### config.mk
export PLATFORM = sky130hd
export DESIGN_NAME = ctpi_cell
export DESIGN_NICKNAME = d
export VERILOG_FILES = /design/src/hw/rtl/ctpi_pkg.sv /design/src/hw/rtl/ctpi_cell.sv
export SDC_FILE = /design/constraint.sdc
export NUM_CORES = 1
export LEC_CHECK = 0
export BUFFER_PORTS_ARGS = -buffer_cell sky130_fd_sc_hd__buf_2
export CAP_MARGIN = 30
export CORE_ASPECT_RATIO = 1.2
export CORE_MARGIN = 5
export CORE_UTILIZATION = 40
export CTS_BUF_LIST = sky130_fd_sc_hd__clkbuf_4 sky130_fd_sc_hd__clkbuf_8
export DETAILED_ROUTE_END_ITERATION = 10
export PLACE_DENSITY_LB_ADDON = 0.12
export SLEW_MARGIN = 25
export SYNTH_ARGS = -nofsm -noshare
export SYNTH_HDL_FRONTEND = slang
export SYNTH_SLANG_ARGS = --single-unit
### constraint.sdc
create_clock -name clk -period 0.8 [get_ports clk]
set_input_delay 0.12 -clock clk [delete_from_list [all_inputs] [get_ports clk]]
set_output_delay 0.12 -clock clk [all_outputs]
set_load 0.02 [all_outputs]
### src/hw/rtl/ctpi_pkg.sv
// ============================================================================
// ctpi_pkg: shared types and constants for the polar conversion pipeline
// Datapath widths, angle constants, arctangent table and the gain function.
// ============================================================================
package ctpi_pkg;

	localparam int IN_W      = 16;
	localparam int IN_SHIFT  = 14;
	localparam int XW        = 34;
	localparam int ZW        = 32;
	localparam int TW        = ZW - 1;
	localparam int KW        = 31;
	localparam int PW        = 64;
	localparam int MAG_W     = 20;
	localparam int PH_W      = 16;
	localparam int TABLE_LEN = 24;

	localparam logic [TW-1:0] ANG_PI_2  = 31'd421657428;
	localparam logic [TW-1:0] ANG_PI    = 31'd843314857;
	localparam logic [TW-1:0] ANG_3PI_2 = 31'd1264972285;
	localparam logic [TW-1:0] ANG_2PI   = 31'd1686629713;

	localparam logic [MAG_W-1:0] MAG_MAX   = 20'd741455;
	localparam logic [PH_W-1:0]  PHASE_MAX = 16'd51471;

	// atan(2^-i) in radians, 28 fraction bits
	localparam logic signed [ZW-1:0] ATAN_Q28 [TABLE_LEN] = '{
		32'sd210828714, 32'sd124459457, 32'sd65760959, 32'sd33381290,
		32'sd16755422,  32'sd8385879,   32'sd4193963,  32'sd2097109,
		32'sd1048571,   32'sd524287,    32'sd262144,   32'sd131072,
		32'sd65536,     32'sd32768,     32'sd16384,    32'sd8192,
		32'sd4096,      32'sd2048,      32'sd1024,     32'sd512,
		32'sd256,       32'sd128,       32'sd64,       32'sd32
	};

	typedef struct packed {
		logic re_neg;
		logic im_neg;
		logic re_zero;
		logic im_zero;
	} ctpi_quad_t;

	typedef struct packed {
		logic signed [XW-1:0] x;
		logic signed [XW-1:0] y;
		logic signed [ZW-1:0] z;
		ctpi_quad_t           quad;
	} ctpi_data_t;

	// Inverse CORDIC gain with 30 fraction bits, evaluated at elaboration.
	function automatic logic [63:0] ctpi_inv_gain(input int n);
		logic [63:0] p;
		logic [63:0] v;
		logic [63:0] res;
		logic [63:0] bitv;
		logic [63:0] rem;
		logic [63:0] quo;
		p = 64'd1 << 32;
		for (int i = 0; i < n; i++) begin
			p = p + (p >> (2 * i));
		end
		v = p << 28;
		res = 64'd0;
		bitv = 64'd1 << 62;
		for (int k = 0; k < 32; k++) begin
			if (bitv > v) begin
				bitv = bitv >> 2;
			end
		end
		for (int k = 0; k < 32; k++) begin
			if (bitv != 64'd0) begin
				if (v >= res + bitv) begin
					v = v - (res + bitv);
					res = (res >> 1) + bitv;
				end else begin
					res = res >> 1;
				end
				bitv = bitv >> 2;
			end
		end
		if (res == 64'd0) begin
			res = 64'd1;
		end
		// long division of 2^60 by res
		rem = 64'd0;
		quo = 64'd0;
		for (int b = 60; b >= 0; b--) begin
			rem = (rem << 1) | ((b == 60) ? 64'd1 : 64'd0);
			if (rem >= res) begin
				rem = rem - res;
				quo[b] = 1'b1;
			end
		end
		return quo;
	endfunction

endpackage

### src/hw/rtl/ctpi_cell.sv
// ============================================================================
// ctpi_cell: one CORDIC vectoring stage
// Rotates (x, y) by +/- atan(2^-SHIFT) toward y = 0 and registers the result.
// ============================================================================
module ctpi_cell
	import ctpi_pkg::*;
#(
	parameter int SHIFT = 0
) (
	input  logic       clk,
	input  logic       arst_n,
	input  logic       en,
	input  logic       valid_in,
	input  ctpi_data_t data_in,
	output logic       valid_out,
	output ctpi_data_t data_out
);

	logic signed [XW-1:0] x_in;
	logic signed [XW-1:0] y_in;
	logic signed [XW-1:0] dx;
	logic signed [XW-1:0] dy;
	ctpi_data_t           nxt;
	logic                 valid_q;
	ctpi_data_t           data_q;

	always_comb begin
		x_in = data_in.x;
		y_in = data_in.y;
		dx   = y_in >>> SHIFT;
		dy   = x_in >>> SHIFT;
		nxt  = data_in;
		if (!y_in[XW-1]) begin
			nxt.x = x_in + dx;
			nxt.y = y_in - dy;
			nxt.z = data_in.z + ATAN_Q28[SHIFT];
		end else begin
			nxt.x = x_in - dx;
			nxt.y = y_in + dy;
			nxt.z = data_in.z - ATAN_Q28[SHIFT];
		end
	end

	always_ff @(posedge clk or negedge arst_n) begin
		if (!arst_n) begin
			valid_q <= 1'b0;
		end else if (en) begin
			valid_q <= valid_in;
		end
	end

	always_ff @(posedge clk) begin
		if (en) begin
			data_q <= nxt;
		end
	end

	assign valid_out = valid_q;
	assign data_out  = data_q;

endmodule

==> metrics.md <==
| Metric | Value |
|---|---|
| Outcome | `finished, violations left` |
| Violated checks | `setup timing` |
| Starting Density | `40.15%` |
| Post-route ant nets | `0` |
| Worst setup margin | `-1.430 ns` |
| Fillers | `1,979` |
| Final period utilization | `278.7%` |
| Crit-path max FO | `3` |
| CTS tree | `done` |
| Mapped Avg Cell Area | `8.742 um^2` |
| Max Slew Vio Count | `0` |
| CP Data Required Time | `1.06 ns` |
| Clock root buffer | `clkbuf_8` |
| FMAX | `0.4485 GHz` |
| Crit path buffers/inverters | `2` |
| Final hold violation count | `0` |
| Area leader, netlist | `edfxtp_1` |
| Most common cell after layout, fill and taps aside | `buf_4` |
| Worst skew pair latency | `0.41 ns` |
| Reg2reg setup slack | `0.02 ns` |
| Pwr Density | `1400 mW/mm^2` |
| Seq cells post-synth | `104` |
| H-tree Lvls | `3` |
| Worst EP arrival | `2.49 ns` |
| I/O Buffers | `212` |
| Crit-path max cell delay | `0.40 ns` |
| Delay-heaviest family, CP | `compound AO/OA/AOI/OAI gates` |
| P&R area growth vs syn | `79.99%` |
| Vias | `12,080` |
| Cell area after synthesis | `0.01048 mm^2` |
| Yosys warning count | `0` |
| First-pass GRT wire length | `64,090 um` |
| Initial antenna violation count | `0` |
| WL final | `42,820 um` |
| P_leak | `0.008353 uW` |
| Ports | `213` |
| Number of global-route vias before repair | `12,470` |
| Critical path endpoint category | `flip-flop` |
| Crit-path cells | `buf_12 > buf_6 > ha_4 > fa_2 > nor2b_4 > o2111ai_4 > a31oi_2 > a211o_1 > a21oi_2 > o21ai_1 > mux2_1 > nor3_2` |
| Share of layout cells above drive strength 1 | `55.78%` |
| CP Class | `primary input to flip-flop` |
| Crit start category | `primary input` |
| Via density per instance | `5.415` |
| Final Setup Violations | `200` |
| Largest net degree at the start of global routing | `56` |
| Commonest non-fill, non-tap cells in the layout | `buf_4, buf_6, buf_2` |
| Grt total ovfl | `0` |
| Max Buffers Root-to-Sink | `2` |
| Clock-pin slew on the worst setup and hold paths | `0.11 ns` |
| Die area | `0.02955 mm^2` |
| Number of flops mapped to enable cells by yosys | `103` |
| GP Congestion | `0.9509` |
| Wire per inst | `19.20 um` |
| CP max stage cell | `fa_2` |
| Max Cap Viol | `0` |
| Tot GR Track Use | `27.20%` |
| Die height | `187.3 um` |
| Initial drt markers | `641` |
| RSZ-0062 raised after global routing | `true` |
| Ys flop type | `edfxtp_1` |
| Syn nets | `1,440` |
| Final nets | `2,131` |
| Hold WS | `0.02626 ns` |
| CTS sink cnt | `104` |
| Worst slew pin tran | `0.9335 ns` |
| Post-synthesis sequential area ratio | `29.75%` |
| Hold crit path type | `primary input to flip-flop` |
| Rows | `65` |
| DIE WIDTH | `157.8 um` |
| Max VDD drop | `0.0008161 V` |
| DRC violations left | `0` |
| Diode count | `0` |
| CTS buffer count | `9` |
| Hpwl dp | `32,790 um` |
| Fin Clk Skew | `0 ns` |
| Relative slew margins | `37.77%` |
| Pre-CTS setup slack | `-1.983 ns` |
| Synth top area share | `29.51%` |
| Syn Inst Count | `1,199` |
| Synth area leaders | `edfxtp_1, ha_1, a21oi_1` |
| Async SR Flop Fraction | `0.9615%` |
| DR pass1 iterations | `5` |
| Post-synthesis cell type count | `81` |
| Final Critical Period | `2.230 ns` |
| CORE AREA | `0.02611 mm^2` |
[final cells by class]
cell class / instances / area, um^2 / area share (%)
timing repair buffer: 723 / 5951 / 31.54
inverter: 112 / 503.0 / 2.666
multi-input combinational: 940 / 8686 / 46.04
clock inverter: 6 / 50.05 / 0.2653
tap: 335 / 419.2 / 2.222
sequential: 104 / 3119 / 16.53
clock buffer: 10 / 137.6 / 0.7295
[flip-flops by register name (all words and copies together), names as in the netlist]
signal / flops
valid_out: 1
data_out: 103
[what timing repair did]
| action | in CTS | in global routing |
|---|---|---|
| pin swaps | 142 | 115 |
| setup buffers | 66 | 32 |
| hold buffers | 8 | 0 |
| hold endpoints to repair | 7 | 0 |
| gates cloned | 0 | 0 |
| setup endpoints to repair | 200 | 199 |
| resized for setup | 330 | 241 |
[synthesized netlist by cell type (18+ instances only)]
| master | n |
|---|---|
| a21oi_1 | 149 |
| inv_1 | 104 |
| ha_1 | 129 |
| nor2_1 | 82 |
| clkbuf_1 | 22 |
| mux2i_1 | 18 |
| o21ai_0 | 72 |
| xnor2_1 | 68 |
| nor3_1 | 27 |
| o21bai_1 | 23 |
| edfxtp_1 | 103 |
| a21o_1 | 25 |
| nand2_1 | 62 |
| nand4_1 | 18 |
| xor2_1 | 21 |
[path summary, 6_finish.rpt]
kind,start,endpoint,depth (start not counted)
min in group asynchronous,arst_n,valid_out,3
worst max-delay path,data_in[70],data_out[68],12
worst min register to register,valid_out,valid_out,1
max in group asynchronous,arst_n,valid_out,3
worst min-delay path,data_in[5],data_out[5],2
worst max register to register,valid_out,valid_out,1
[through the flow]
stage	util, %	std cells	total power, uW	setup TNS, ns	area (um^2)
finish	72.26	2230	26410	-129.07	18870
global route	72.26	2230	27690	-139.04	18870
CTS	68.14	2214	25020	-125.57	17790
detailed placement	60.62	2139	19620	-152.60	15830
global placement	60.62	2139	19520	-150.10	15830
floorplan	-	1199	14040	-112.42	11280
[routing by layer]
layer	track usage [%]	vias to the layer above	share of wire, %
met4	13.34	0	5.6
met3	2.916	133	4.5
met1	31.21	5753	38
met2	49.31	439	52
met5	0	-	0
li1	-	5751	-
[kinds of logic (layout without fill, tap and decap cells)]
group,after synthesis,count (layout),synth area share [%]
compound gates,418,418,25.71
simple gates,280,280,13.18
buf+inv,155,851,5.826
fa+ha+maj,133,133,16.16
flops,104,104,29.75
xor+xnor,89,89,7.437
mux,20,20,1.934
[report_power, final]
part	switching (uW)	internal [uW]
Clock	2230	1260
Sequential	455	7210
Combinational	7610	7650
Total	10300	16100
No activity file was read; power rests on OpenSTA's default activity.
