--- config.mk ---
export PLATFORM = sky130hd
export DESIGN_NAME = ctpi_post
export DESIGN_NICKNAME = d
export VERILOG_FILES = /design/src/hw/rtl/ctpi_pkg.sv /design/src/hw/rtl/ctpi_post.sv
export SDC_FILE = /design/constraint.sdc
export NUM_CORES = 2
export LEC_CHECK = 0
export BUFFER_PORTS_ARGS = -buffer_cell sky130_fd_sc_hd__buf_2
export CORE_ASPECT_RATIO = 0.75
export CORE_MARGIN = 3
export CORE_UTILIZATION = 70
export CTS_CLUSTER_SIZE = 14
export DETAILED_ROUTE_END_ITERATION = 12
export HOLD_SLACK_MARGIN = 0.02
export PLACE_DENSITY_LB_ADDON = 0.08
export SLEW_MARGIN = 40
export SYNTH_ARGS = -nofsm -noshare
export SYNTH_HDL_FRONTEND = slang
export SYNTH_SLANG_ARGS = --single-unit
--- constraint.sdc ---
create_clock -name clk -period 8.95 [get_ports clk]
set_input_delay 0.4475 -clock clk [delete_from_list [all_inputs] [get_ports clk]]
set_output_delay 0.4475 -clock clk [all_outputs]
set_load 0.1 [all_outputs]
--- src/hw/rtl/ctpi_pkg.sv ---
// ============================================================================
// ctpi_pkg: shared types and constants for the polar conversion pipeline
// Datapath widths, angle constants, arctangent table and the gain function.
// ============================================================================
package ctpi_pkg;

	localparam int IN_W      = 16;
	localparam int IN_SHIFT  = 14;
	localparam int XW        = 34;
	localparam int ZW        = 32;
	localparam int TW        = ZW - 1;
	localparam int KW        = 31;
	localparam int PW        = 64;
	localparam int MAG_W     = 20;
	localparam int PH_W      = 16;
	localparam int TABLE_LEN = 24;

	localparam logic [TW-1:0] ANG_PI_2  = 31'd421657428;
	localparam logic [TW-1:0] ANG_PI    = 31'd843314857;
	localparam logic [TW-1:0] ANG_3PI_2 = 31'd1264972285;
	localparam logic [TW-1:0] ANG_2PI   = 31'd1686629713;

	localparam logic [MAG_W-1:0] MAG_MAX   = 20'd741455;
	localparam logic [PH_W-1:0]  PHASE_MAX = 16'd51471;

	// atan(2^-i) in radians, 28 fraction bits
	localparam logic signed [ZW-1:0] ATAN_Q28 [TABLE_LEN] = '{
		32'sd210828714, 32'sd124459457, 32'sd65760959, 32'sd33381290,
		32'sd16755422,  32'sd8385879,   32'sd4193963,  32'sd2097109,
		32'sd1048571,   32'sd524287,    32'sd262144,   32'sd131072,
		32'sd65536,     32'sd32768,     32'sd16384,    32'sd8192,
		32'sd4096,      32'sd2048,      32'sd1024,     32'sd512,
		32'sd256,       32'sd128,       32'sd64,       32'sd32
	};

	typedef struct packed {
		logic re_neg;
		logic im_neg;
		logic re_zero;
		logic im_zero;
	} ctpi_quad_t;

	typedef struct packed {
		logic signed [XW-1:0] x;
		logic signed [XW-1:0] y;
		logic signed [ZW-1:0] z;
		ctpi_quad_t           quad;
	} ctpi_data_t;

	// Inverse CORDIC gain with 30 fraction bits, evaluated at elaboration.
	function automatic logic [63:0] ctpi_inv_gain(input int n);
		logic [63:0] p;
		logic [63:0] v;
		logic [63:0] res;
		logic [63:0] bitv;
		logic [63:0] rem;
		logic [63:0] quo;
		p = 64'd1 << 32;
		for (int i = 0; i < n; i++) begin
			p = p + (p >> (2 * i));
		end
		v = p << 28;
		res = 64'd0;
		bitv = 64'd1 << 62;
		for (int k = 0; k < 32; k++) begin
			if (bitv > v) begin
				bitv = bitv >> 2;
			end
		end
		for (int k = 0; k < 32; k++) begin
			if (bitv != 64'd0) begin
				if (v >= res + bitv) begin
					v = v - (res + bitv);
					res = (res >> 1) + bitv;
				end else begin
					res = res >> 1;
				end
				bitv = bitv >> 2;
			end
		end
		if (res == 64'd0) begin
			res = 64'd1;
		end
		// long division of 2^60 by res
		rem = 64'd0;
		quo = 64'd0;
		for (int b = 60; b >= 0; b--) begin
			rem = (rem << 1) | ((b == 60) ? 64'd1 : 64'd0);
			if (rem >= res) begin
				rem = rem - res;
				quo[b] = 1'b1;
			end
		end
		return quo;
	endfunction

endpackage

--- src/hw/rtl/ctpi_post.sv ---
// ============================================================================
// ctpi_post: gain correction and quadrant restore
// Two stages: gain multiply and angle select, then rounding and saturation.
// ============================================================================
module ctpi_post
	import ctpi_pkg::*;
#(
	parameter int STAGES = 16
) (
	input  logic              clk,
	input  logic              arst_n,
	input  logic              en,
	input  logic              valid_in,
	input  ctpi_data_t        data_in,
	output logic              valid_out,
	output logic [MAG_W-1:0]  magnitude,
	output logic [PH_W-1:0]   phase
);

	localparam logic [KW-1:0] INV_GAIN = KW'(ctpi_inv_gain(STAGES));

	logic [XW-2:0]    x_u;
	logic [TW-1:0]    z_c;
	logic [TW-1:0]    theta;
	logic [PW-1:0]    mag_sum;
	logic [23:0]      mag_r;
	logic [TW:0]      ph_sum;
	logic [16:0]      ph_r;

	logic             valid_s1;
	logic [PW-1:0]    prod_s1;
	logic [TW-1:0]    theta_s1;
	logic             valid_s2;
	logic [MAG_W-1:0] mag_s2;
	logic [PH_W-1:0]  phase_s2;

	always_comb begin
		x_u = data_in.x[XW-1] ? '0 : data_in.x[XW-2:0];
		if (data_in.z[ZW-1]) begin
			z_c = '0;
		end else if (data_in.z[ZW-2:0] > ANG_PI_2) begin
			z_c = ANG_PI_2;
		end else begin
			z_c = data_in.z[ZW-2:0];
		end
		if (data_in.quad.im_zero) begin
			theta = data_in.quad.re_neg ? ANG_PI : '0;
		end else if (data_in.quad.re_zero) begin
			theta = data_in.quad.im_neg ? ANG_3PI_2 : ANG_PI_2;
		end else if (!data_in.quad.re_neg && !data_in.quad.im_neg) begin
			theta = z_c;
		end else if (data_in.quad.re_neg && !data_in.quad.im_neg) begin
			theta = ANG_PI - z_c;
		end else if (data_in.quad.re_neg) begin
			theta = ANG_PI + z_c;
		end else begin
			theta = ANG_2PI - z_c;
		end
	end

	always_comb begin
		mag_sum = prod_s1 + (64'd1 << 39);
		mag_r   = mag_sum[63:40];
		ph_sum  = {1'b0, theta_s1} + 32'd16384;
		ph_r    = ph_sum[TW:15];
	end

	always_ff @(posedge clk or negedge arst_n) begin
		if (!arst_n) begin
			valid_s1 <= 1'b0;
			valid_s2 <= 1'b0;
		end else if (en) begin
			valid_s1 <= valid_in;
			valid_s2 <= valid_s1;
		end
	end

	always_ff @(posedge clk) begin
		if (en) begin
			prod_s1  <= PW'(x_u) * PW'(INV_GAIN);
			theta_s1 <= theta;
			mag_s2   <= (mag_r > 24'(MAG_MAX)) ? MAG_MAX : mag_r[MAG_W-1:0];
			phase_s2 <= (ph_r > 17'(PHASE_MAX)) ? '0 : ph_r[PH_W-1:0];
		end
	end

	assign valid_out = valid_s2;
	assign magnitude = mag_s2;
	assign phase     = phase_s2;

endmodule

==> metrics.txt <==
Synth Flop Type edfxtp_1; multi-input logic area 0.01889 sq mm; FMAX 116.6 MHz; final WL 67570 um; asr flop ratio synth 2.532%; RSZ-0062 raised after global routing no; Placer Congestion 1.050; H-Tree Depth 3; Synth Area in XOR/XNOR 3.172%; post-cts hold buffer count 1; ant diodes 0; Mean Syn Cell Area 9.518 sq um; Setup crit start kind primary input; Post-synth EDFFs 77; Critical path origin data_in[103]; syn nets 3479; Critical Path AT 8.67 ns; Hold Path Class in2reg; Layout area overhead 6.231%; complex-gate fraction of the synthesized area 8.496%; transition time of the tightest slew-check pin 0.8717 ns; die span in x 221.1 um; Worst Hold Depth 2; yosys warns 0; Clock Sinks 79; Post-Syn Instances 2553; I/O pins 145; Clock Skew 0.009789 ns; Distinct cells, synth 77; # DRC 0; antenna violations before repair 1; reg2reg path depth 12; WP data required 9.05 ns; setup TNS 0 ns; minimum clock period 8.575 ns; vias in the first global route 19.48k; Nets 3590; filler cell count 2312; Crit. End Element register; vias 18.70k; pin count of the biggest net entering global routing 80; multiplexer area fraction after synthesis 0.1751%; drt first pass iters 5; antenna-violating nets left 0; Final setup viols 0; clk slew on worst S/H paths 0.06 ns; register area share after synthesis 9.722%; post-DP HPWL 59390 um; initial core utilization 71.70%; 1st-iter DRT viols 1873; clock buffer depth 2; CTS-repair resized insts 0; GRT Util Overall 37.75%; via-per-instance ratio 5.995; Die Height 167.4 um; Die Footprint 0.03701 sq mm; adder-cell share of the synthesized area 56.46%; Core ar. 0.03389 sq mm; crit path max fanout 18; CTS buffer count 9; Post-Layout Cell Count 3119; DP Cell Count 3102; Slew Viols, Final 0; Remaining Overflow, GRT 0; critical hold path startpoint valid_in; Yosys reg bits 79; layout cells sized above 1 7.194%; IO Port Bufs 110; # rows 58; register area 0.002362 sq mm; Final Hold Fails 0; worst rel slew slack 41.15%; reg2reg start prod_s1[39]; r2r setup slk 5.10 ns; Synth Area in Simple Gates 9.423%; outcome finished, final reports clean; Final Cycle Share 95.81%; WL per Instance 21.66 um; Post-CTS Setup Inserts 0; clk_lat worst skew 0.35 ns; Crit Path Category in2reg; first-pass GRT wire length 107500 um; main combinational cell family by area after synthesis adder cells; Max-Cap Viols 0; CTS tree built; root buffer cell clkbuf_16; Cell Area, Synth 0.02430 sq mm
## layout by cell type, fill, tap and decap left out, types with 8 or more instances in the layout
cell / netlist / layout
a21o_1: 46 / 46
a21oi_1: 86 / 86
a31oi_1: 11 / 10
and2_1: 12 / 12
and3_1: 23 / 23
buf_2: 5 / 109
buf_4: 1 / 43
clkbuf_16: 0 / 9
edfxtp_1: 77 / 77
fa_1: 464 / 464
ha_1: 354 / 354
inv_1: 752 / 752
nand2_1: 104 / 104
nand2b_1: 39 / 39
nand3_1: 33 / 33
nand4_1: 19 / 19
nor2_1: 106 / 106
nor2b_1: 28 / 28
nor3_1: 35 / 35
nor4_1: 9 / 9
o211ai_1: 10 / 10
o21a_1: 10 / 10
o21ai_0: 54 / 54
o31ai_1: 8 / 8
xnor2_1: 50 / 50
xor2_1: 38 / 38
## state kept, by name, indices dropped and copies added, names as in the netlist
name	flops
phase	16
theta_s1	17
valid_s1	1
prod_s1	24
valid_out	1
magnitude	20
## final cells by class
type,instances,area share [%]
Clock buffer,9,0.8725
Clock inverter,7,0.1890
Inverter,754,10.96
Multi-Input combinational cell,1666,73.19
Sequential cell,79,9.152
Tap cell,450,2.181
Timing Repair Buffer,154,3.446
## path summary, 6_finish.rpt
check	endpoint
setup / recovery	prod_s1[61]
hold / removal	valid_s1
setup reg to reg	magnitude[0]
hold reg to reg	valid_out
max in group asynchronous	valid_out
min in group asynchronous	valid_s1
## kinds of logic (layout without fill, tap and decap cells)
| kind of cell | after synthesis | in the layout |
|---|---|---|
| AND/OR/NAND/NOR | 450 | 450 |
| XOR/XNOR | 88 | 88 |
| flip-flops | 79 | 79 |
| multiplexers | 4 | 4 |
| buffers and inverters | 808 | 924 |
| AO/OA/AOI/OAI | 306 | 306 |
| adder cells (fa/ha/maj) | 818 | 818 |
## worst max-delay path: stages
cell and delay, ns:
buf_2 0.30, buf_4 0.30, nand2b_1 0.15, inv_1 0.21, ha_1 0.53, inv_1 0.10, fa_1 0.52, fa_1 0.45
fa_1 0.52, inv_1 0.05, fa_1 0.47, fa_1 0.52, fa_1 0.55, inv_1 0.06, fa_1 0.59, inv_1 0.07
ha_1 0.35, nand2_1 0.08, o21ai_0 0.39, a311oi_1 0.09, nor4_1 0.44, a2bb2oi_1 0.23, o31a_1 0.27, nand4_1 0.15
a311oi_1 0.41, a21o_1 0.22, a21oi_1 0.09, xnor2_1 0.13
## cell usage after synthesis (3+ instances only)
library cell / number / area (sq um)
o2bb2ai_1: 3 / 26.28
a31o_2: 4 / 35.03
nand2b_1: 39 / 244.0
o21a_1: 10 / 75.07
o31a_1: 4 / 35.03
o41ai_1: 5 / 43.79
o21ai_0: 54 / 270.3
and3_1: 23 / 143.9
o31ai_1: 8 / 60.06
a311oi_1: 7 / 61.31
nand4_1: 19 / 118.9
inv_1: 752 / 2823
a21oi_1: 86 / 430.4
nor3_1: 35 / 175.2
o211ai_1: 10 / 75.07
a21o_1: 46 / 345.3
o2111ai_1: 3 / 26.28
nor4_1: 9 / 56.30
and4_1: 5 / 43.79
clkbuf_1: 45 / 168.9
o311ai_0: 3 / 26.28
o22ai_1: 5 / 31.28
xor2_1: 38 / 332.8
edfxtp_1: 77 / 2312
a211oi_1: 5 / 37.54
nor2b_1: 28 / 175.2
nand4b_1: 3 / 26.28
nor2_1: 106 / 397.9
nand3_1: 33 / 165.2
a41oi_1: 4 / 35.03
a221oi_1: 4 / 35.03
ha_1: 354 / 4429
or3_1: 5 / 31.28
a31oi_1: 11 / 68.82
a2111oi_0: 3 / 26.28
o21bai_1: 5 / 37.54
buf_2: 5 / 25.02
or2_2: 7 / 43.79
nor4b_1: 7 / 61.31
or4_1: 3 / 22.52
a211o_1: 3 / 26.28
fa_1: 464 / 9289
xnor2_1: 50 / 437.9
and2_1: 12 / 75.07
nand2_1: 104 / 390.4
## layer usage
layer / up-vias / GRT usage (%) / routed length, um
li1: 8217 / - / -
met4: 2 / 6.212 / 1203
met5: - / 0 / 15
met1: 9251 / 56.49 / 28710
met2: 1125 / 52.40 / 27380
met3: 104 / 16.02 / 10260
## metrics by stage
stage	worst slack, ns	cell area, sq um	hold WS, ns	utilization [%]
2_1_floorplan	0.8247	24300	0.1519	-
3_3_place_gp	0.3319	25520	0.2307	75.29
3_5_place_dp	0.1486	25530	0.2339	75.32
4_1_cts	0.4701	25810	0.3431	76.16
5_1_grt	0.01290	25810	0.3532	76.16
6_report	0.3746	25810	0.3428	76.16
Power is left out: the tool's default activity adds up to more than one toggle a clock period on the data nets, which glitch-free logic cannot reach.
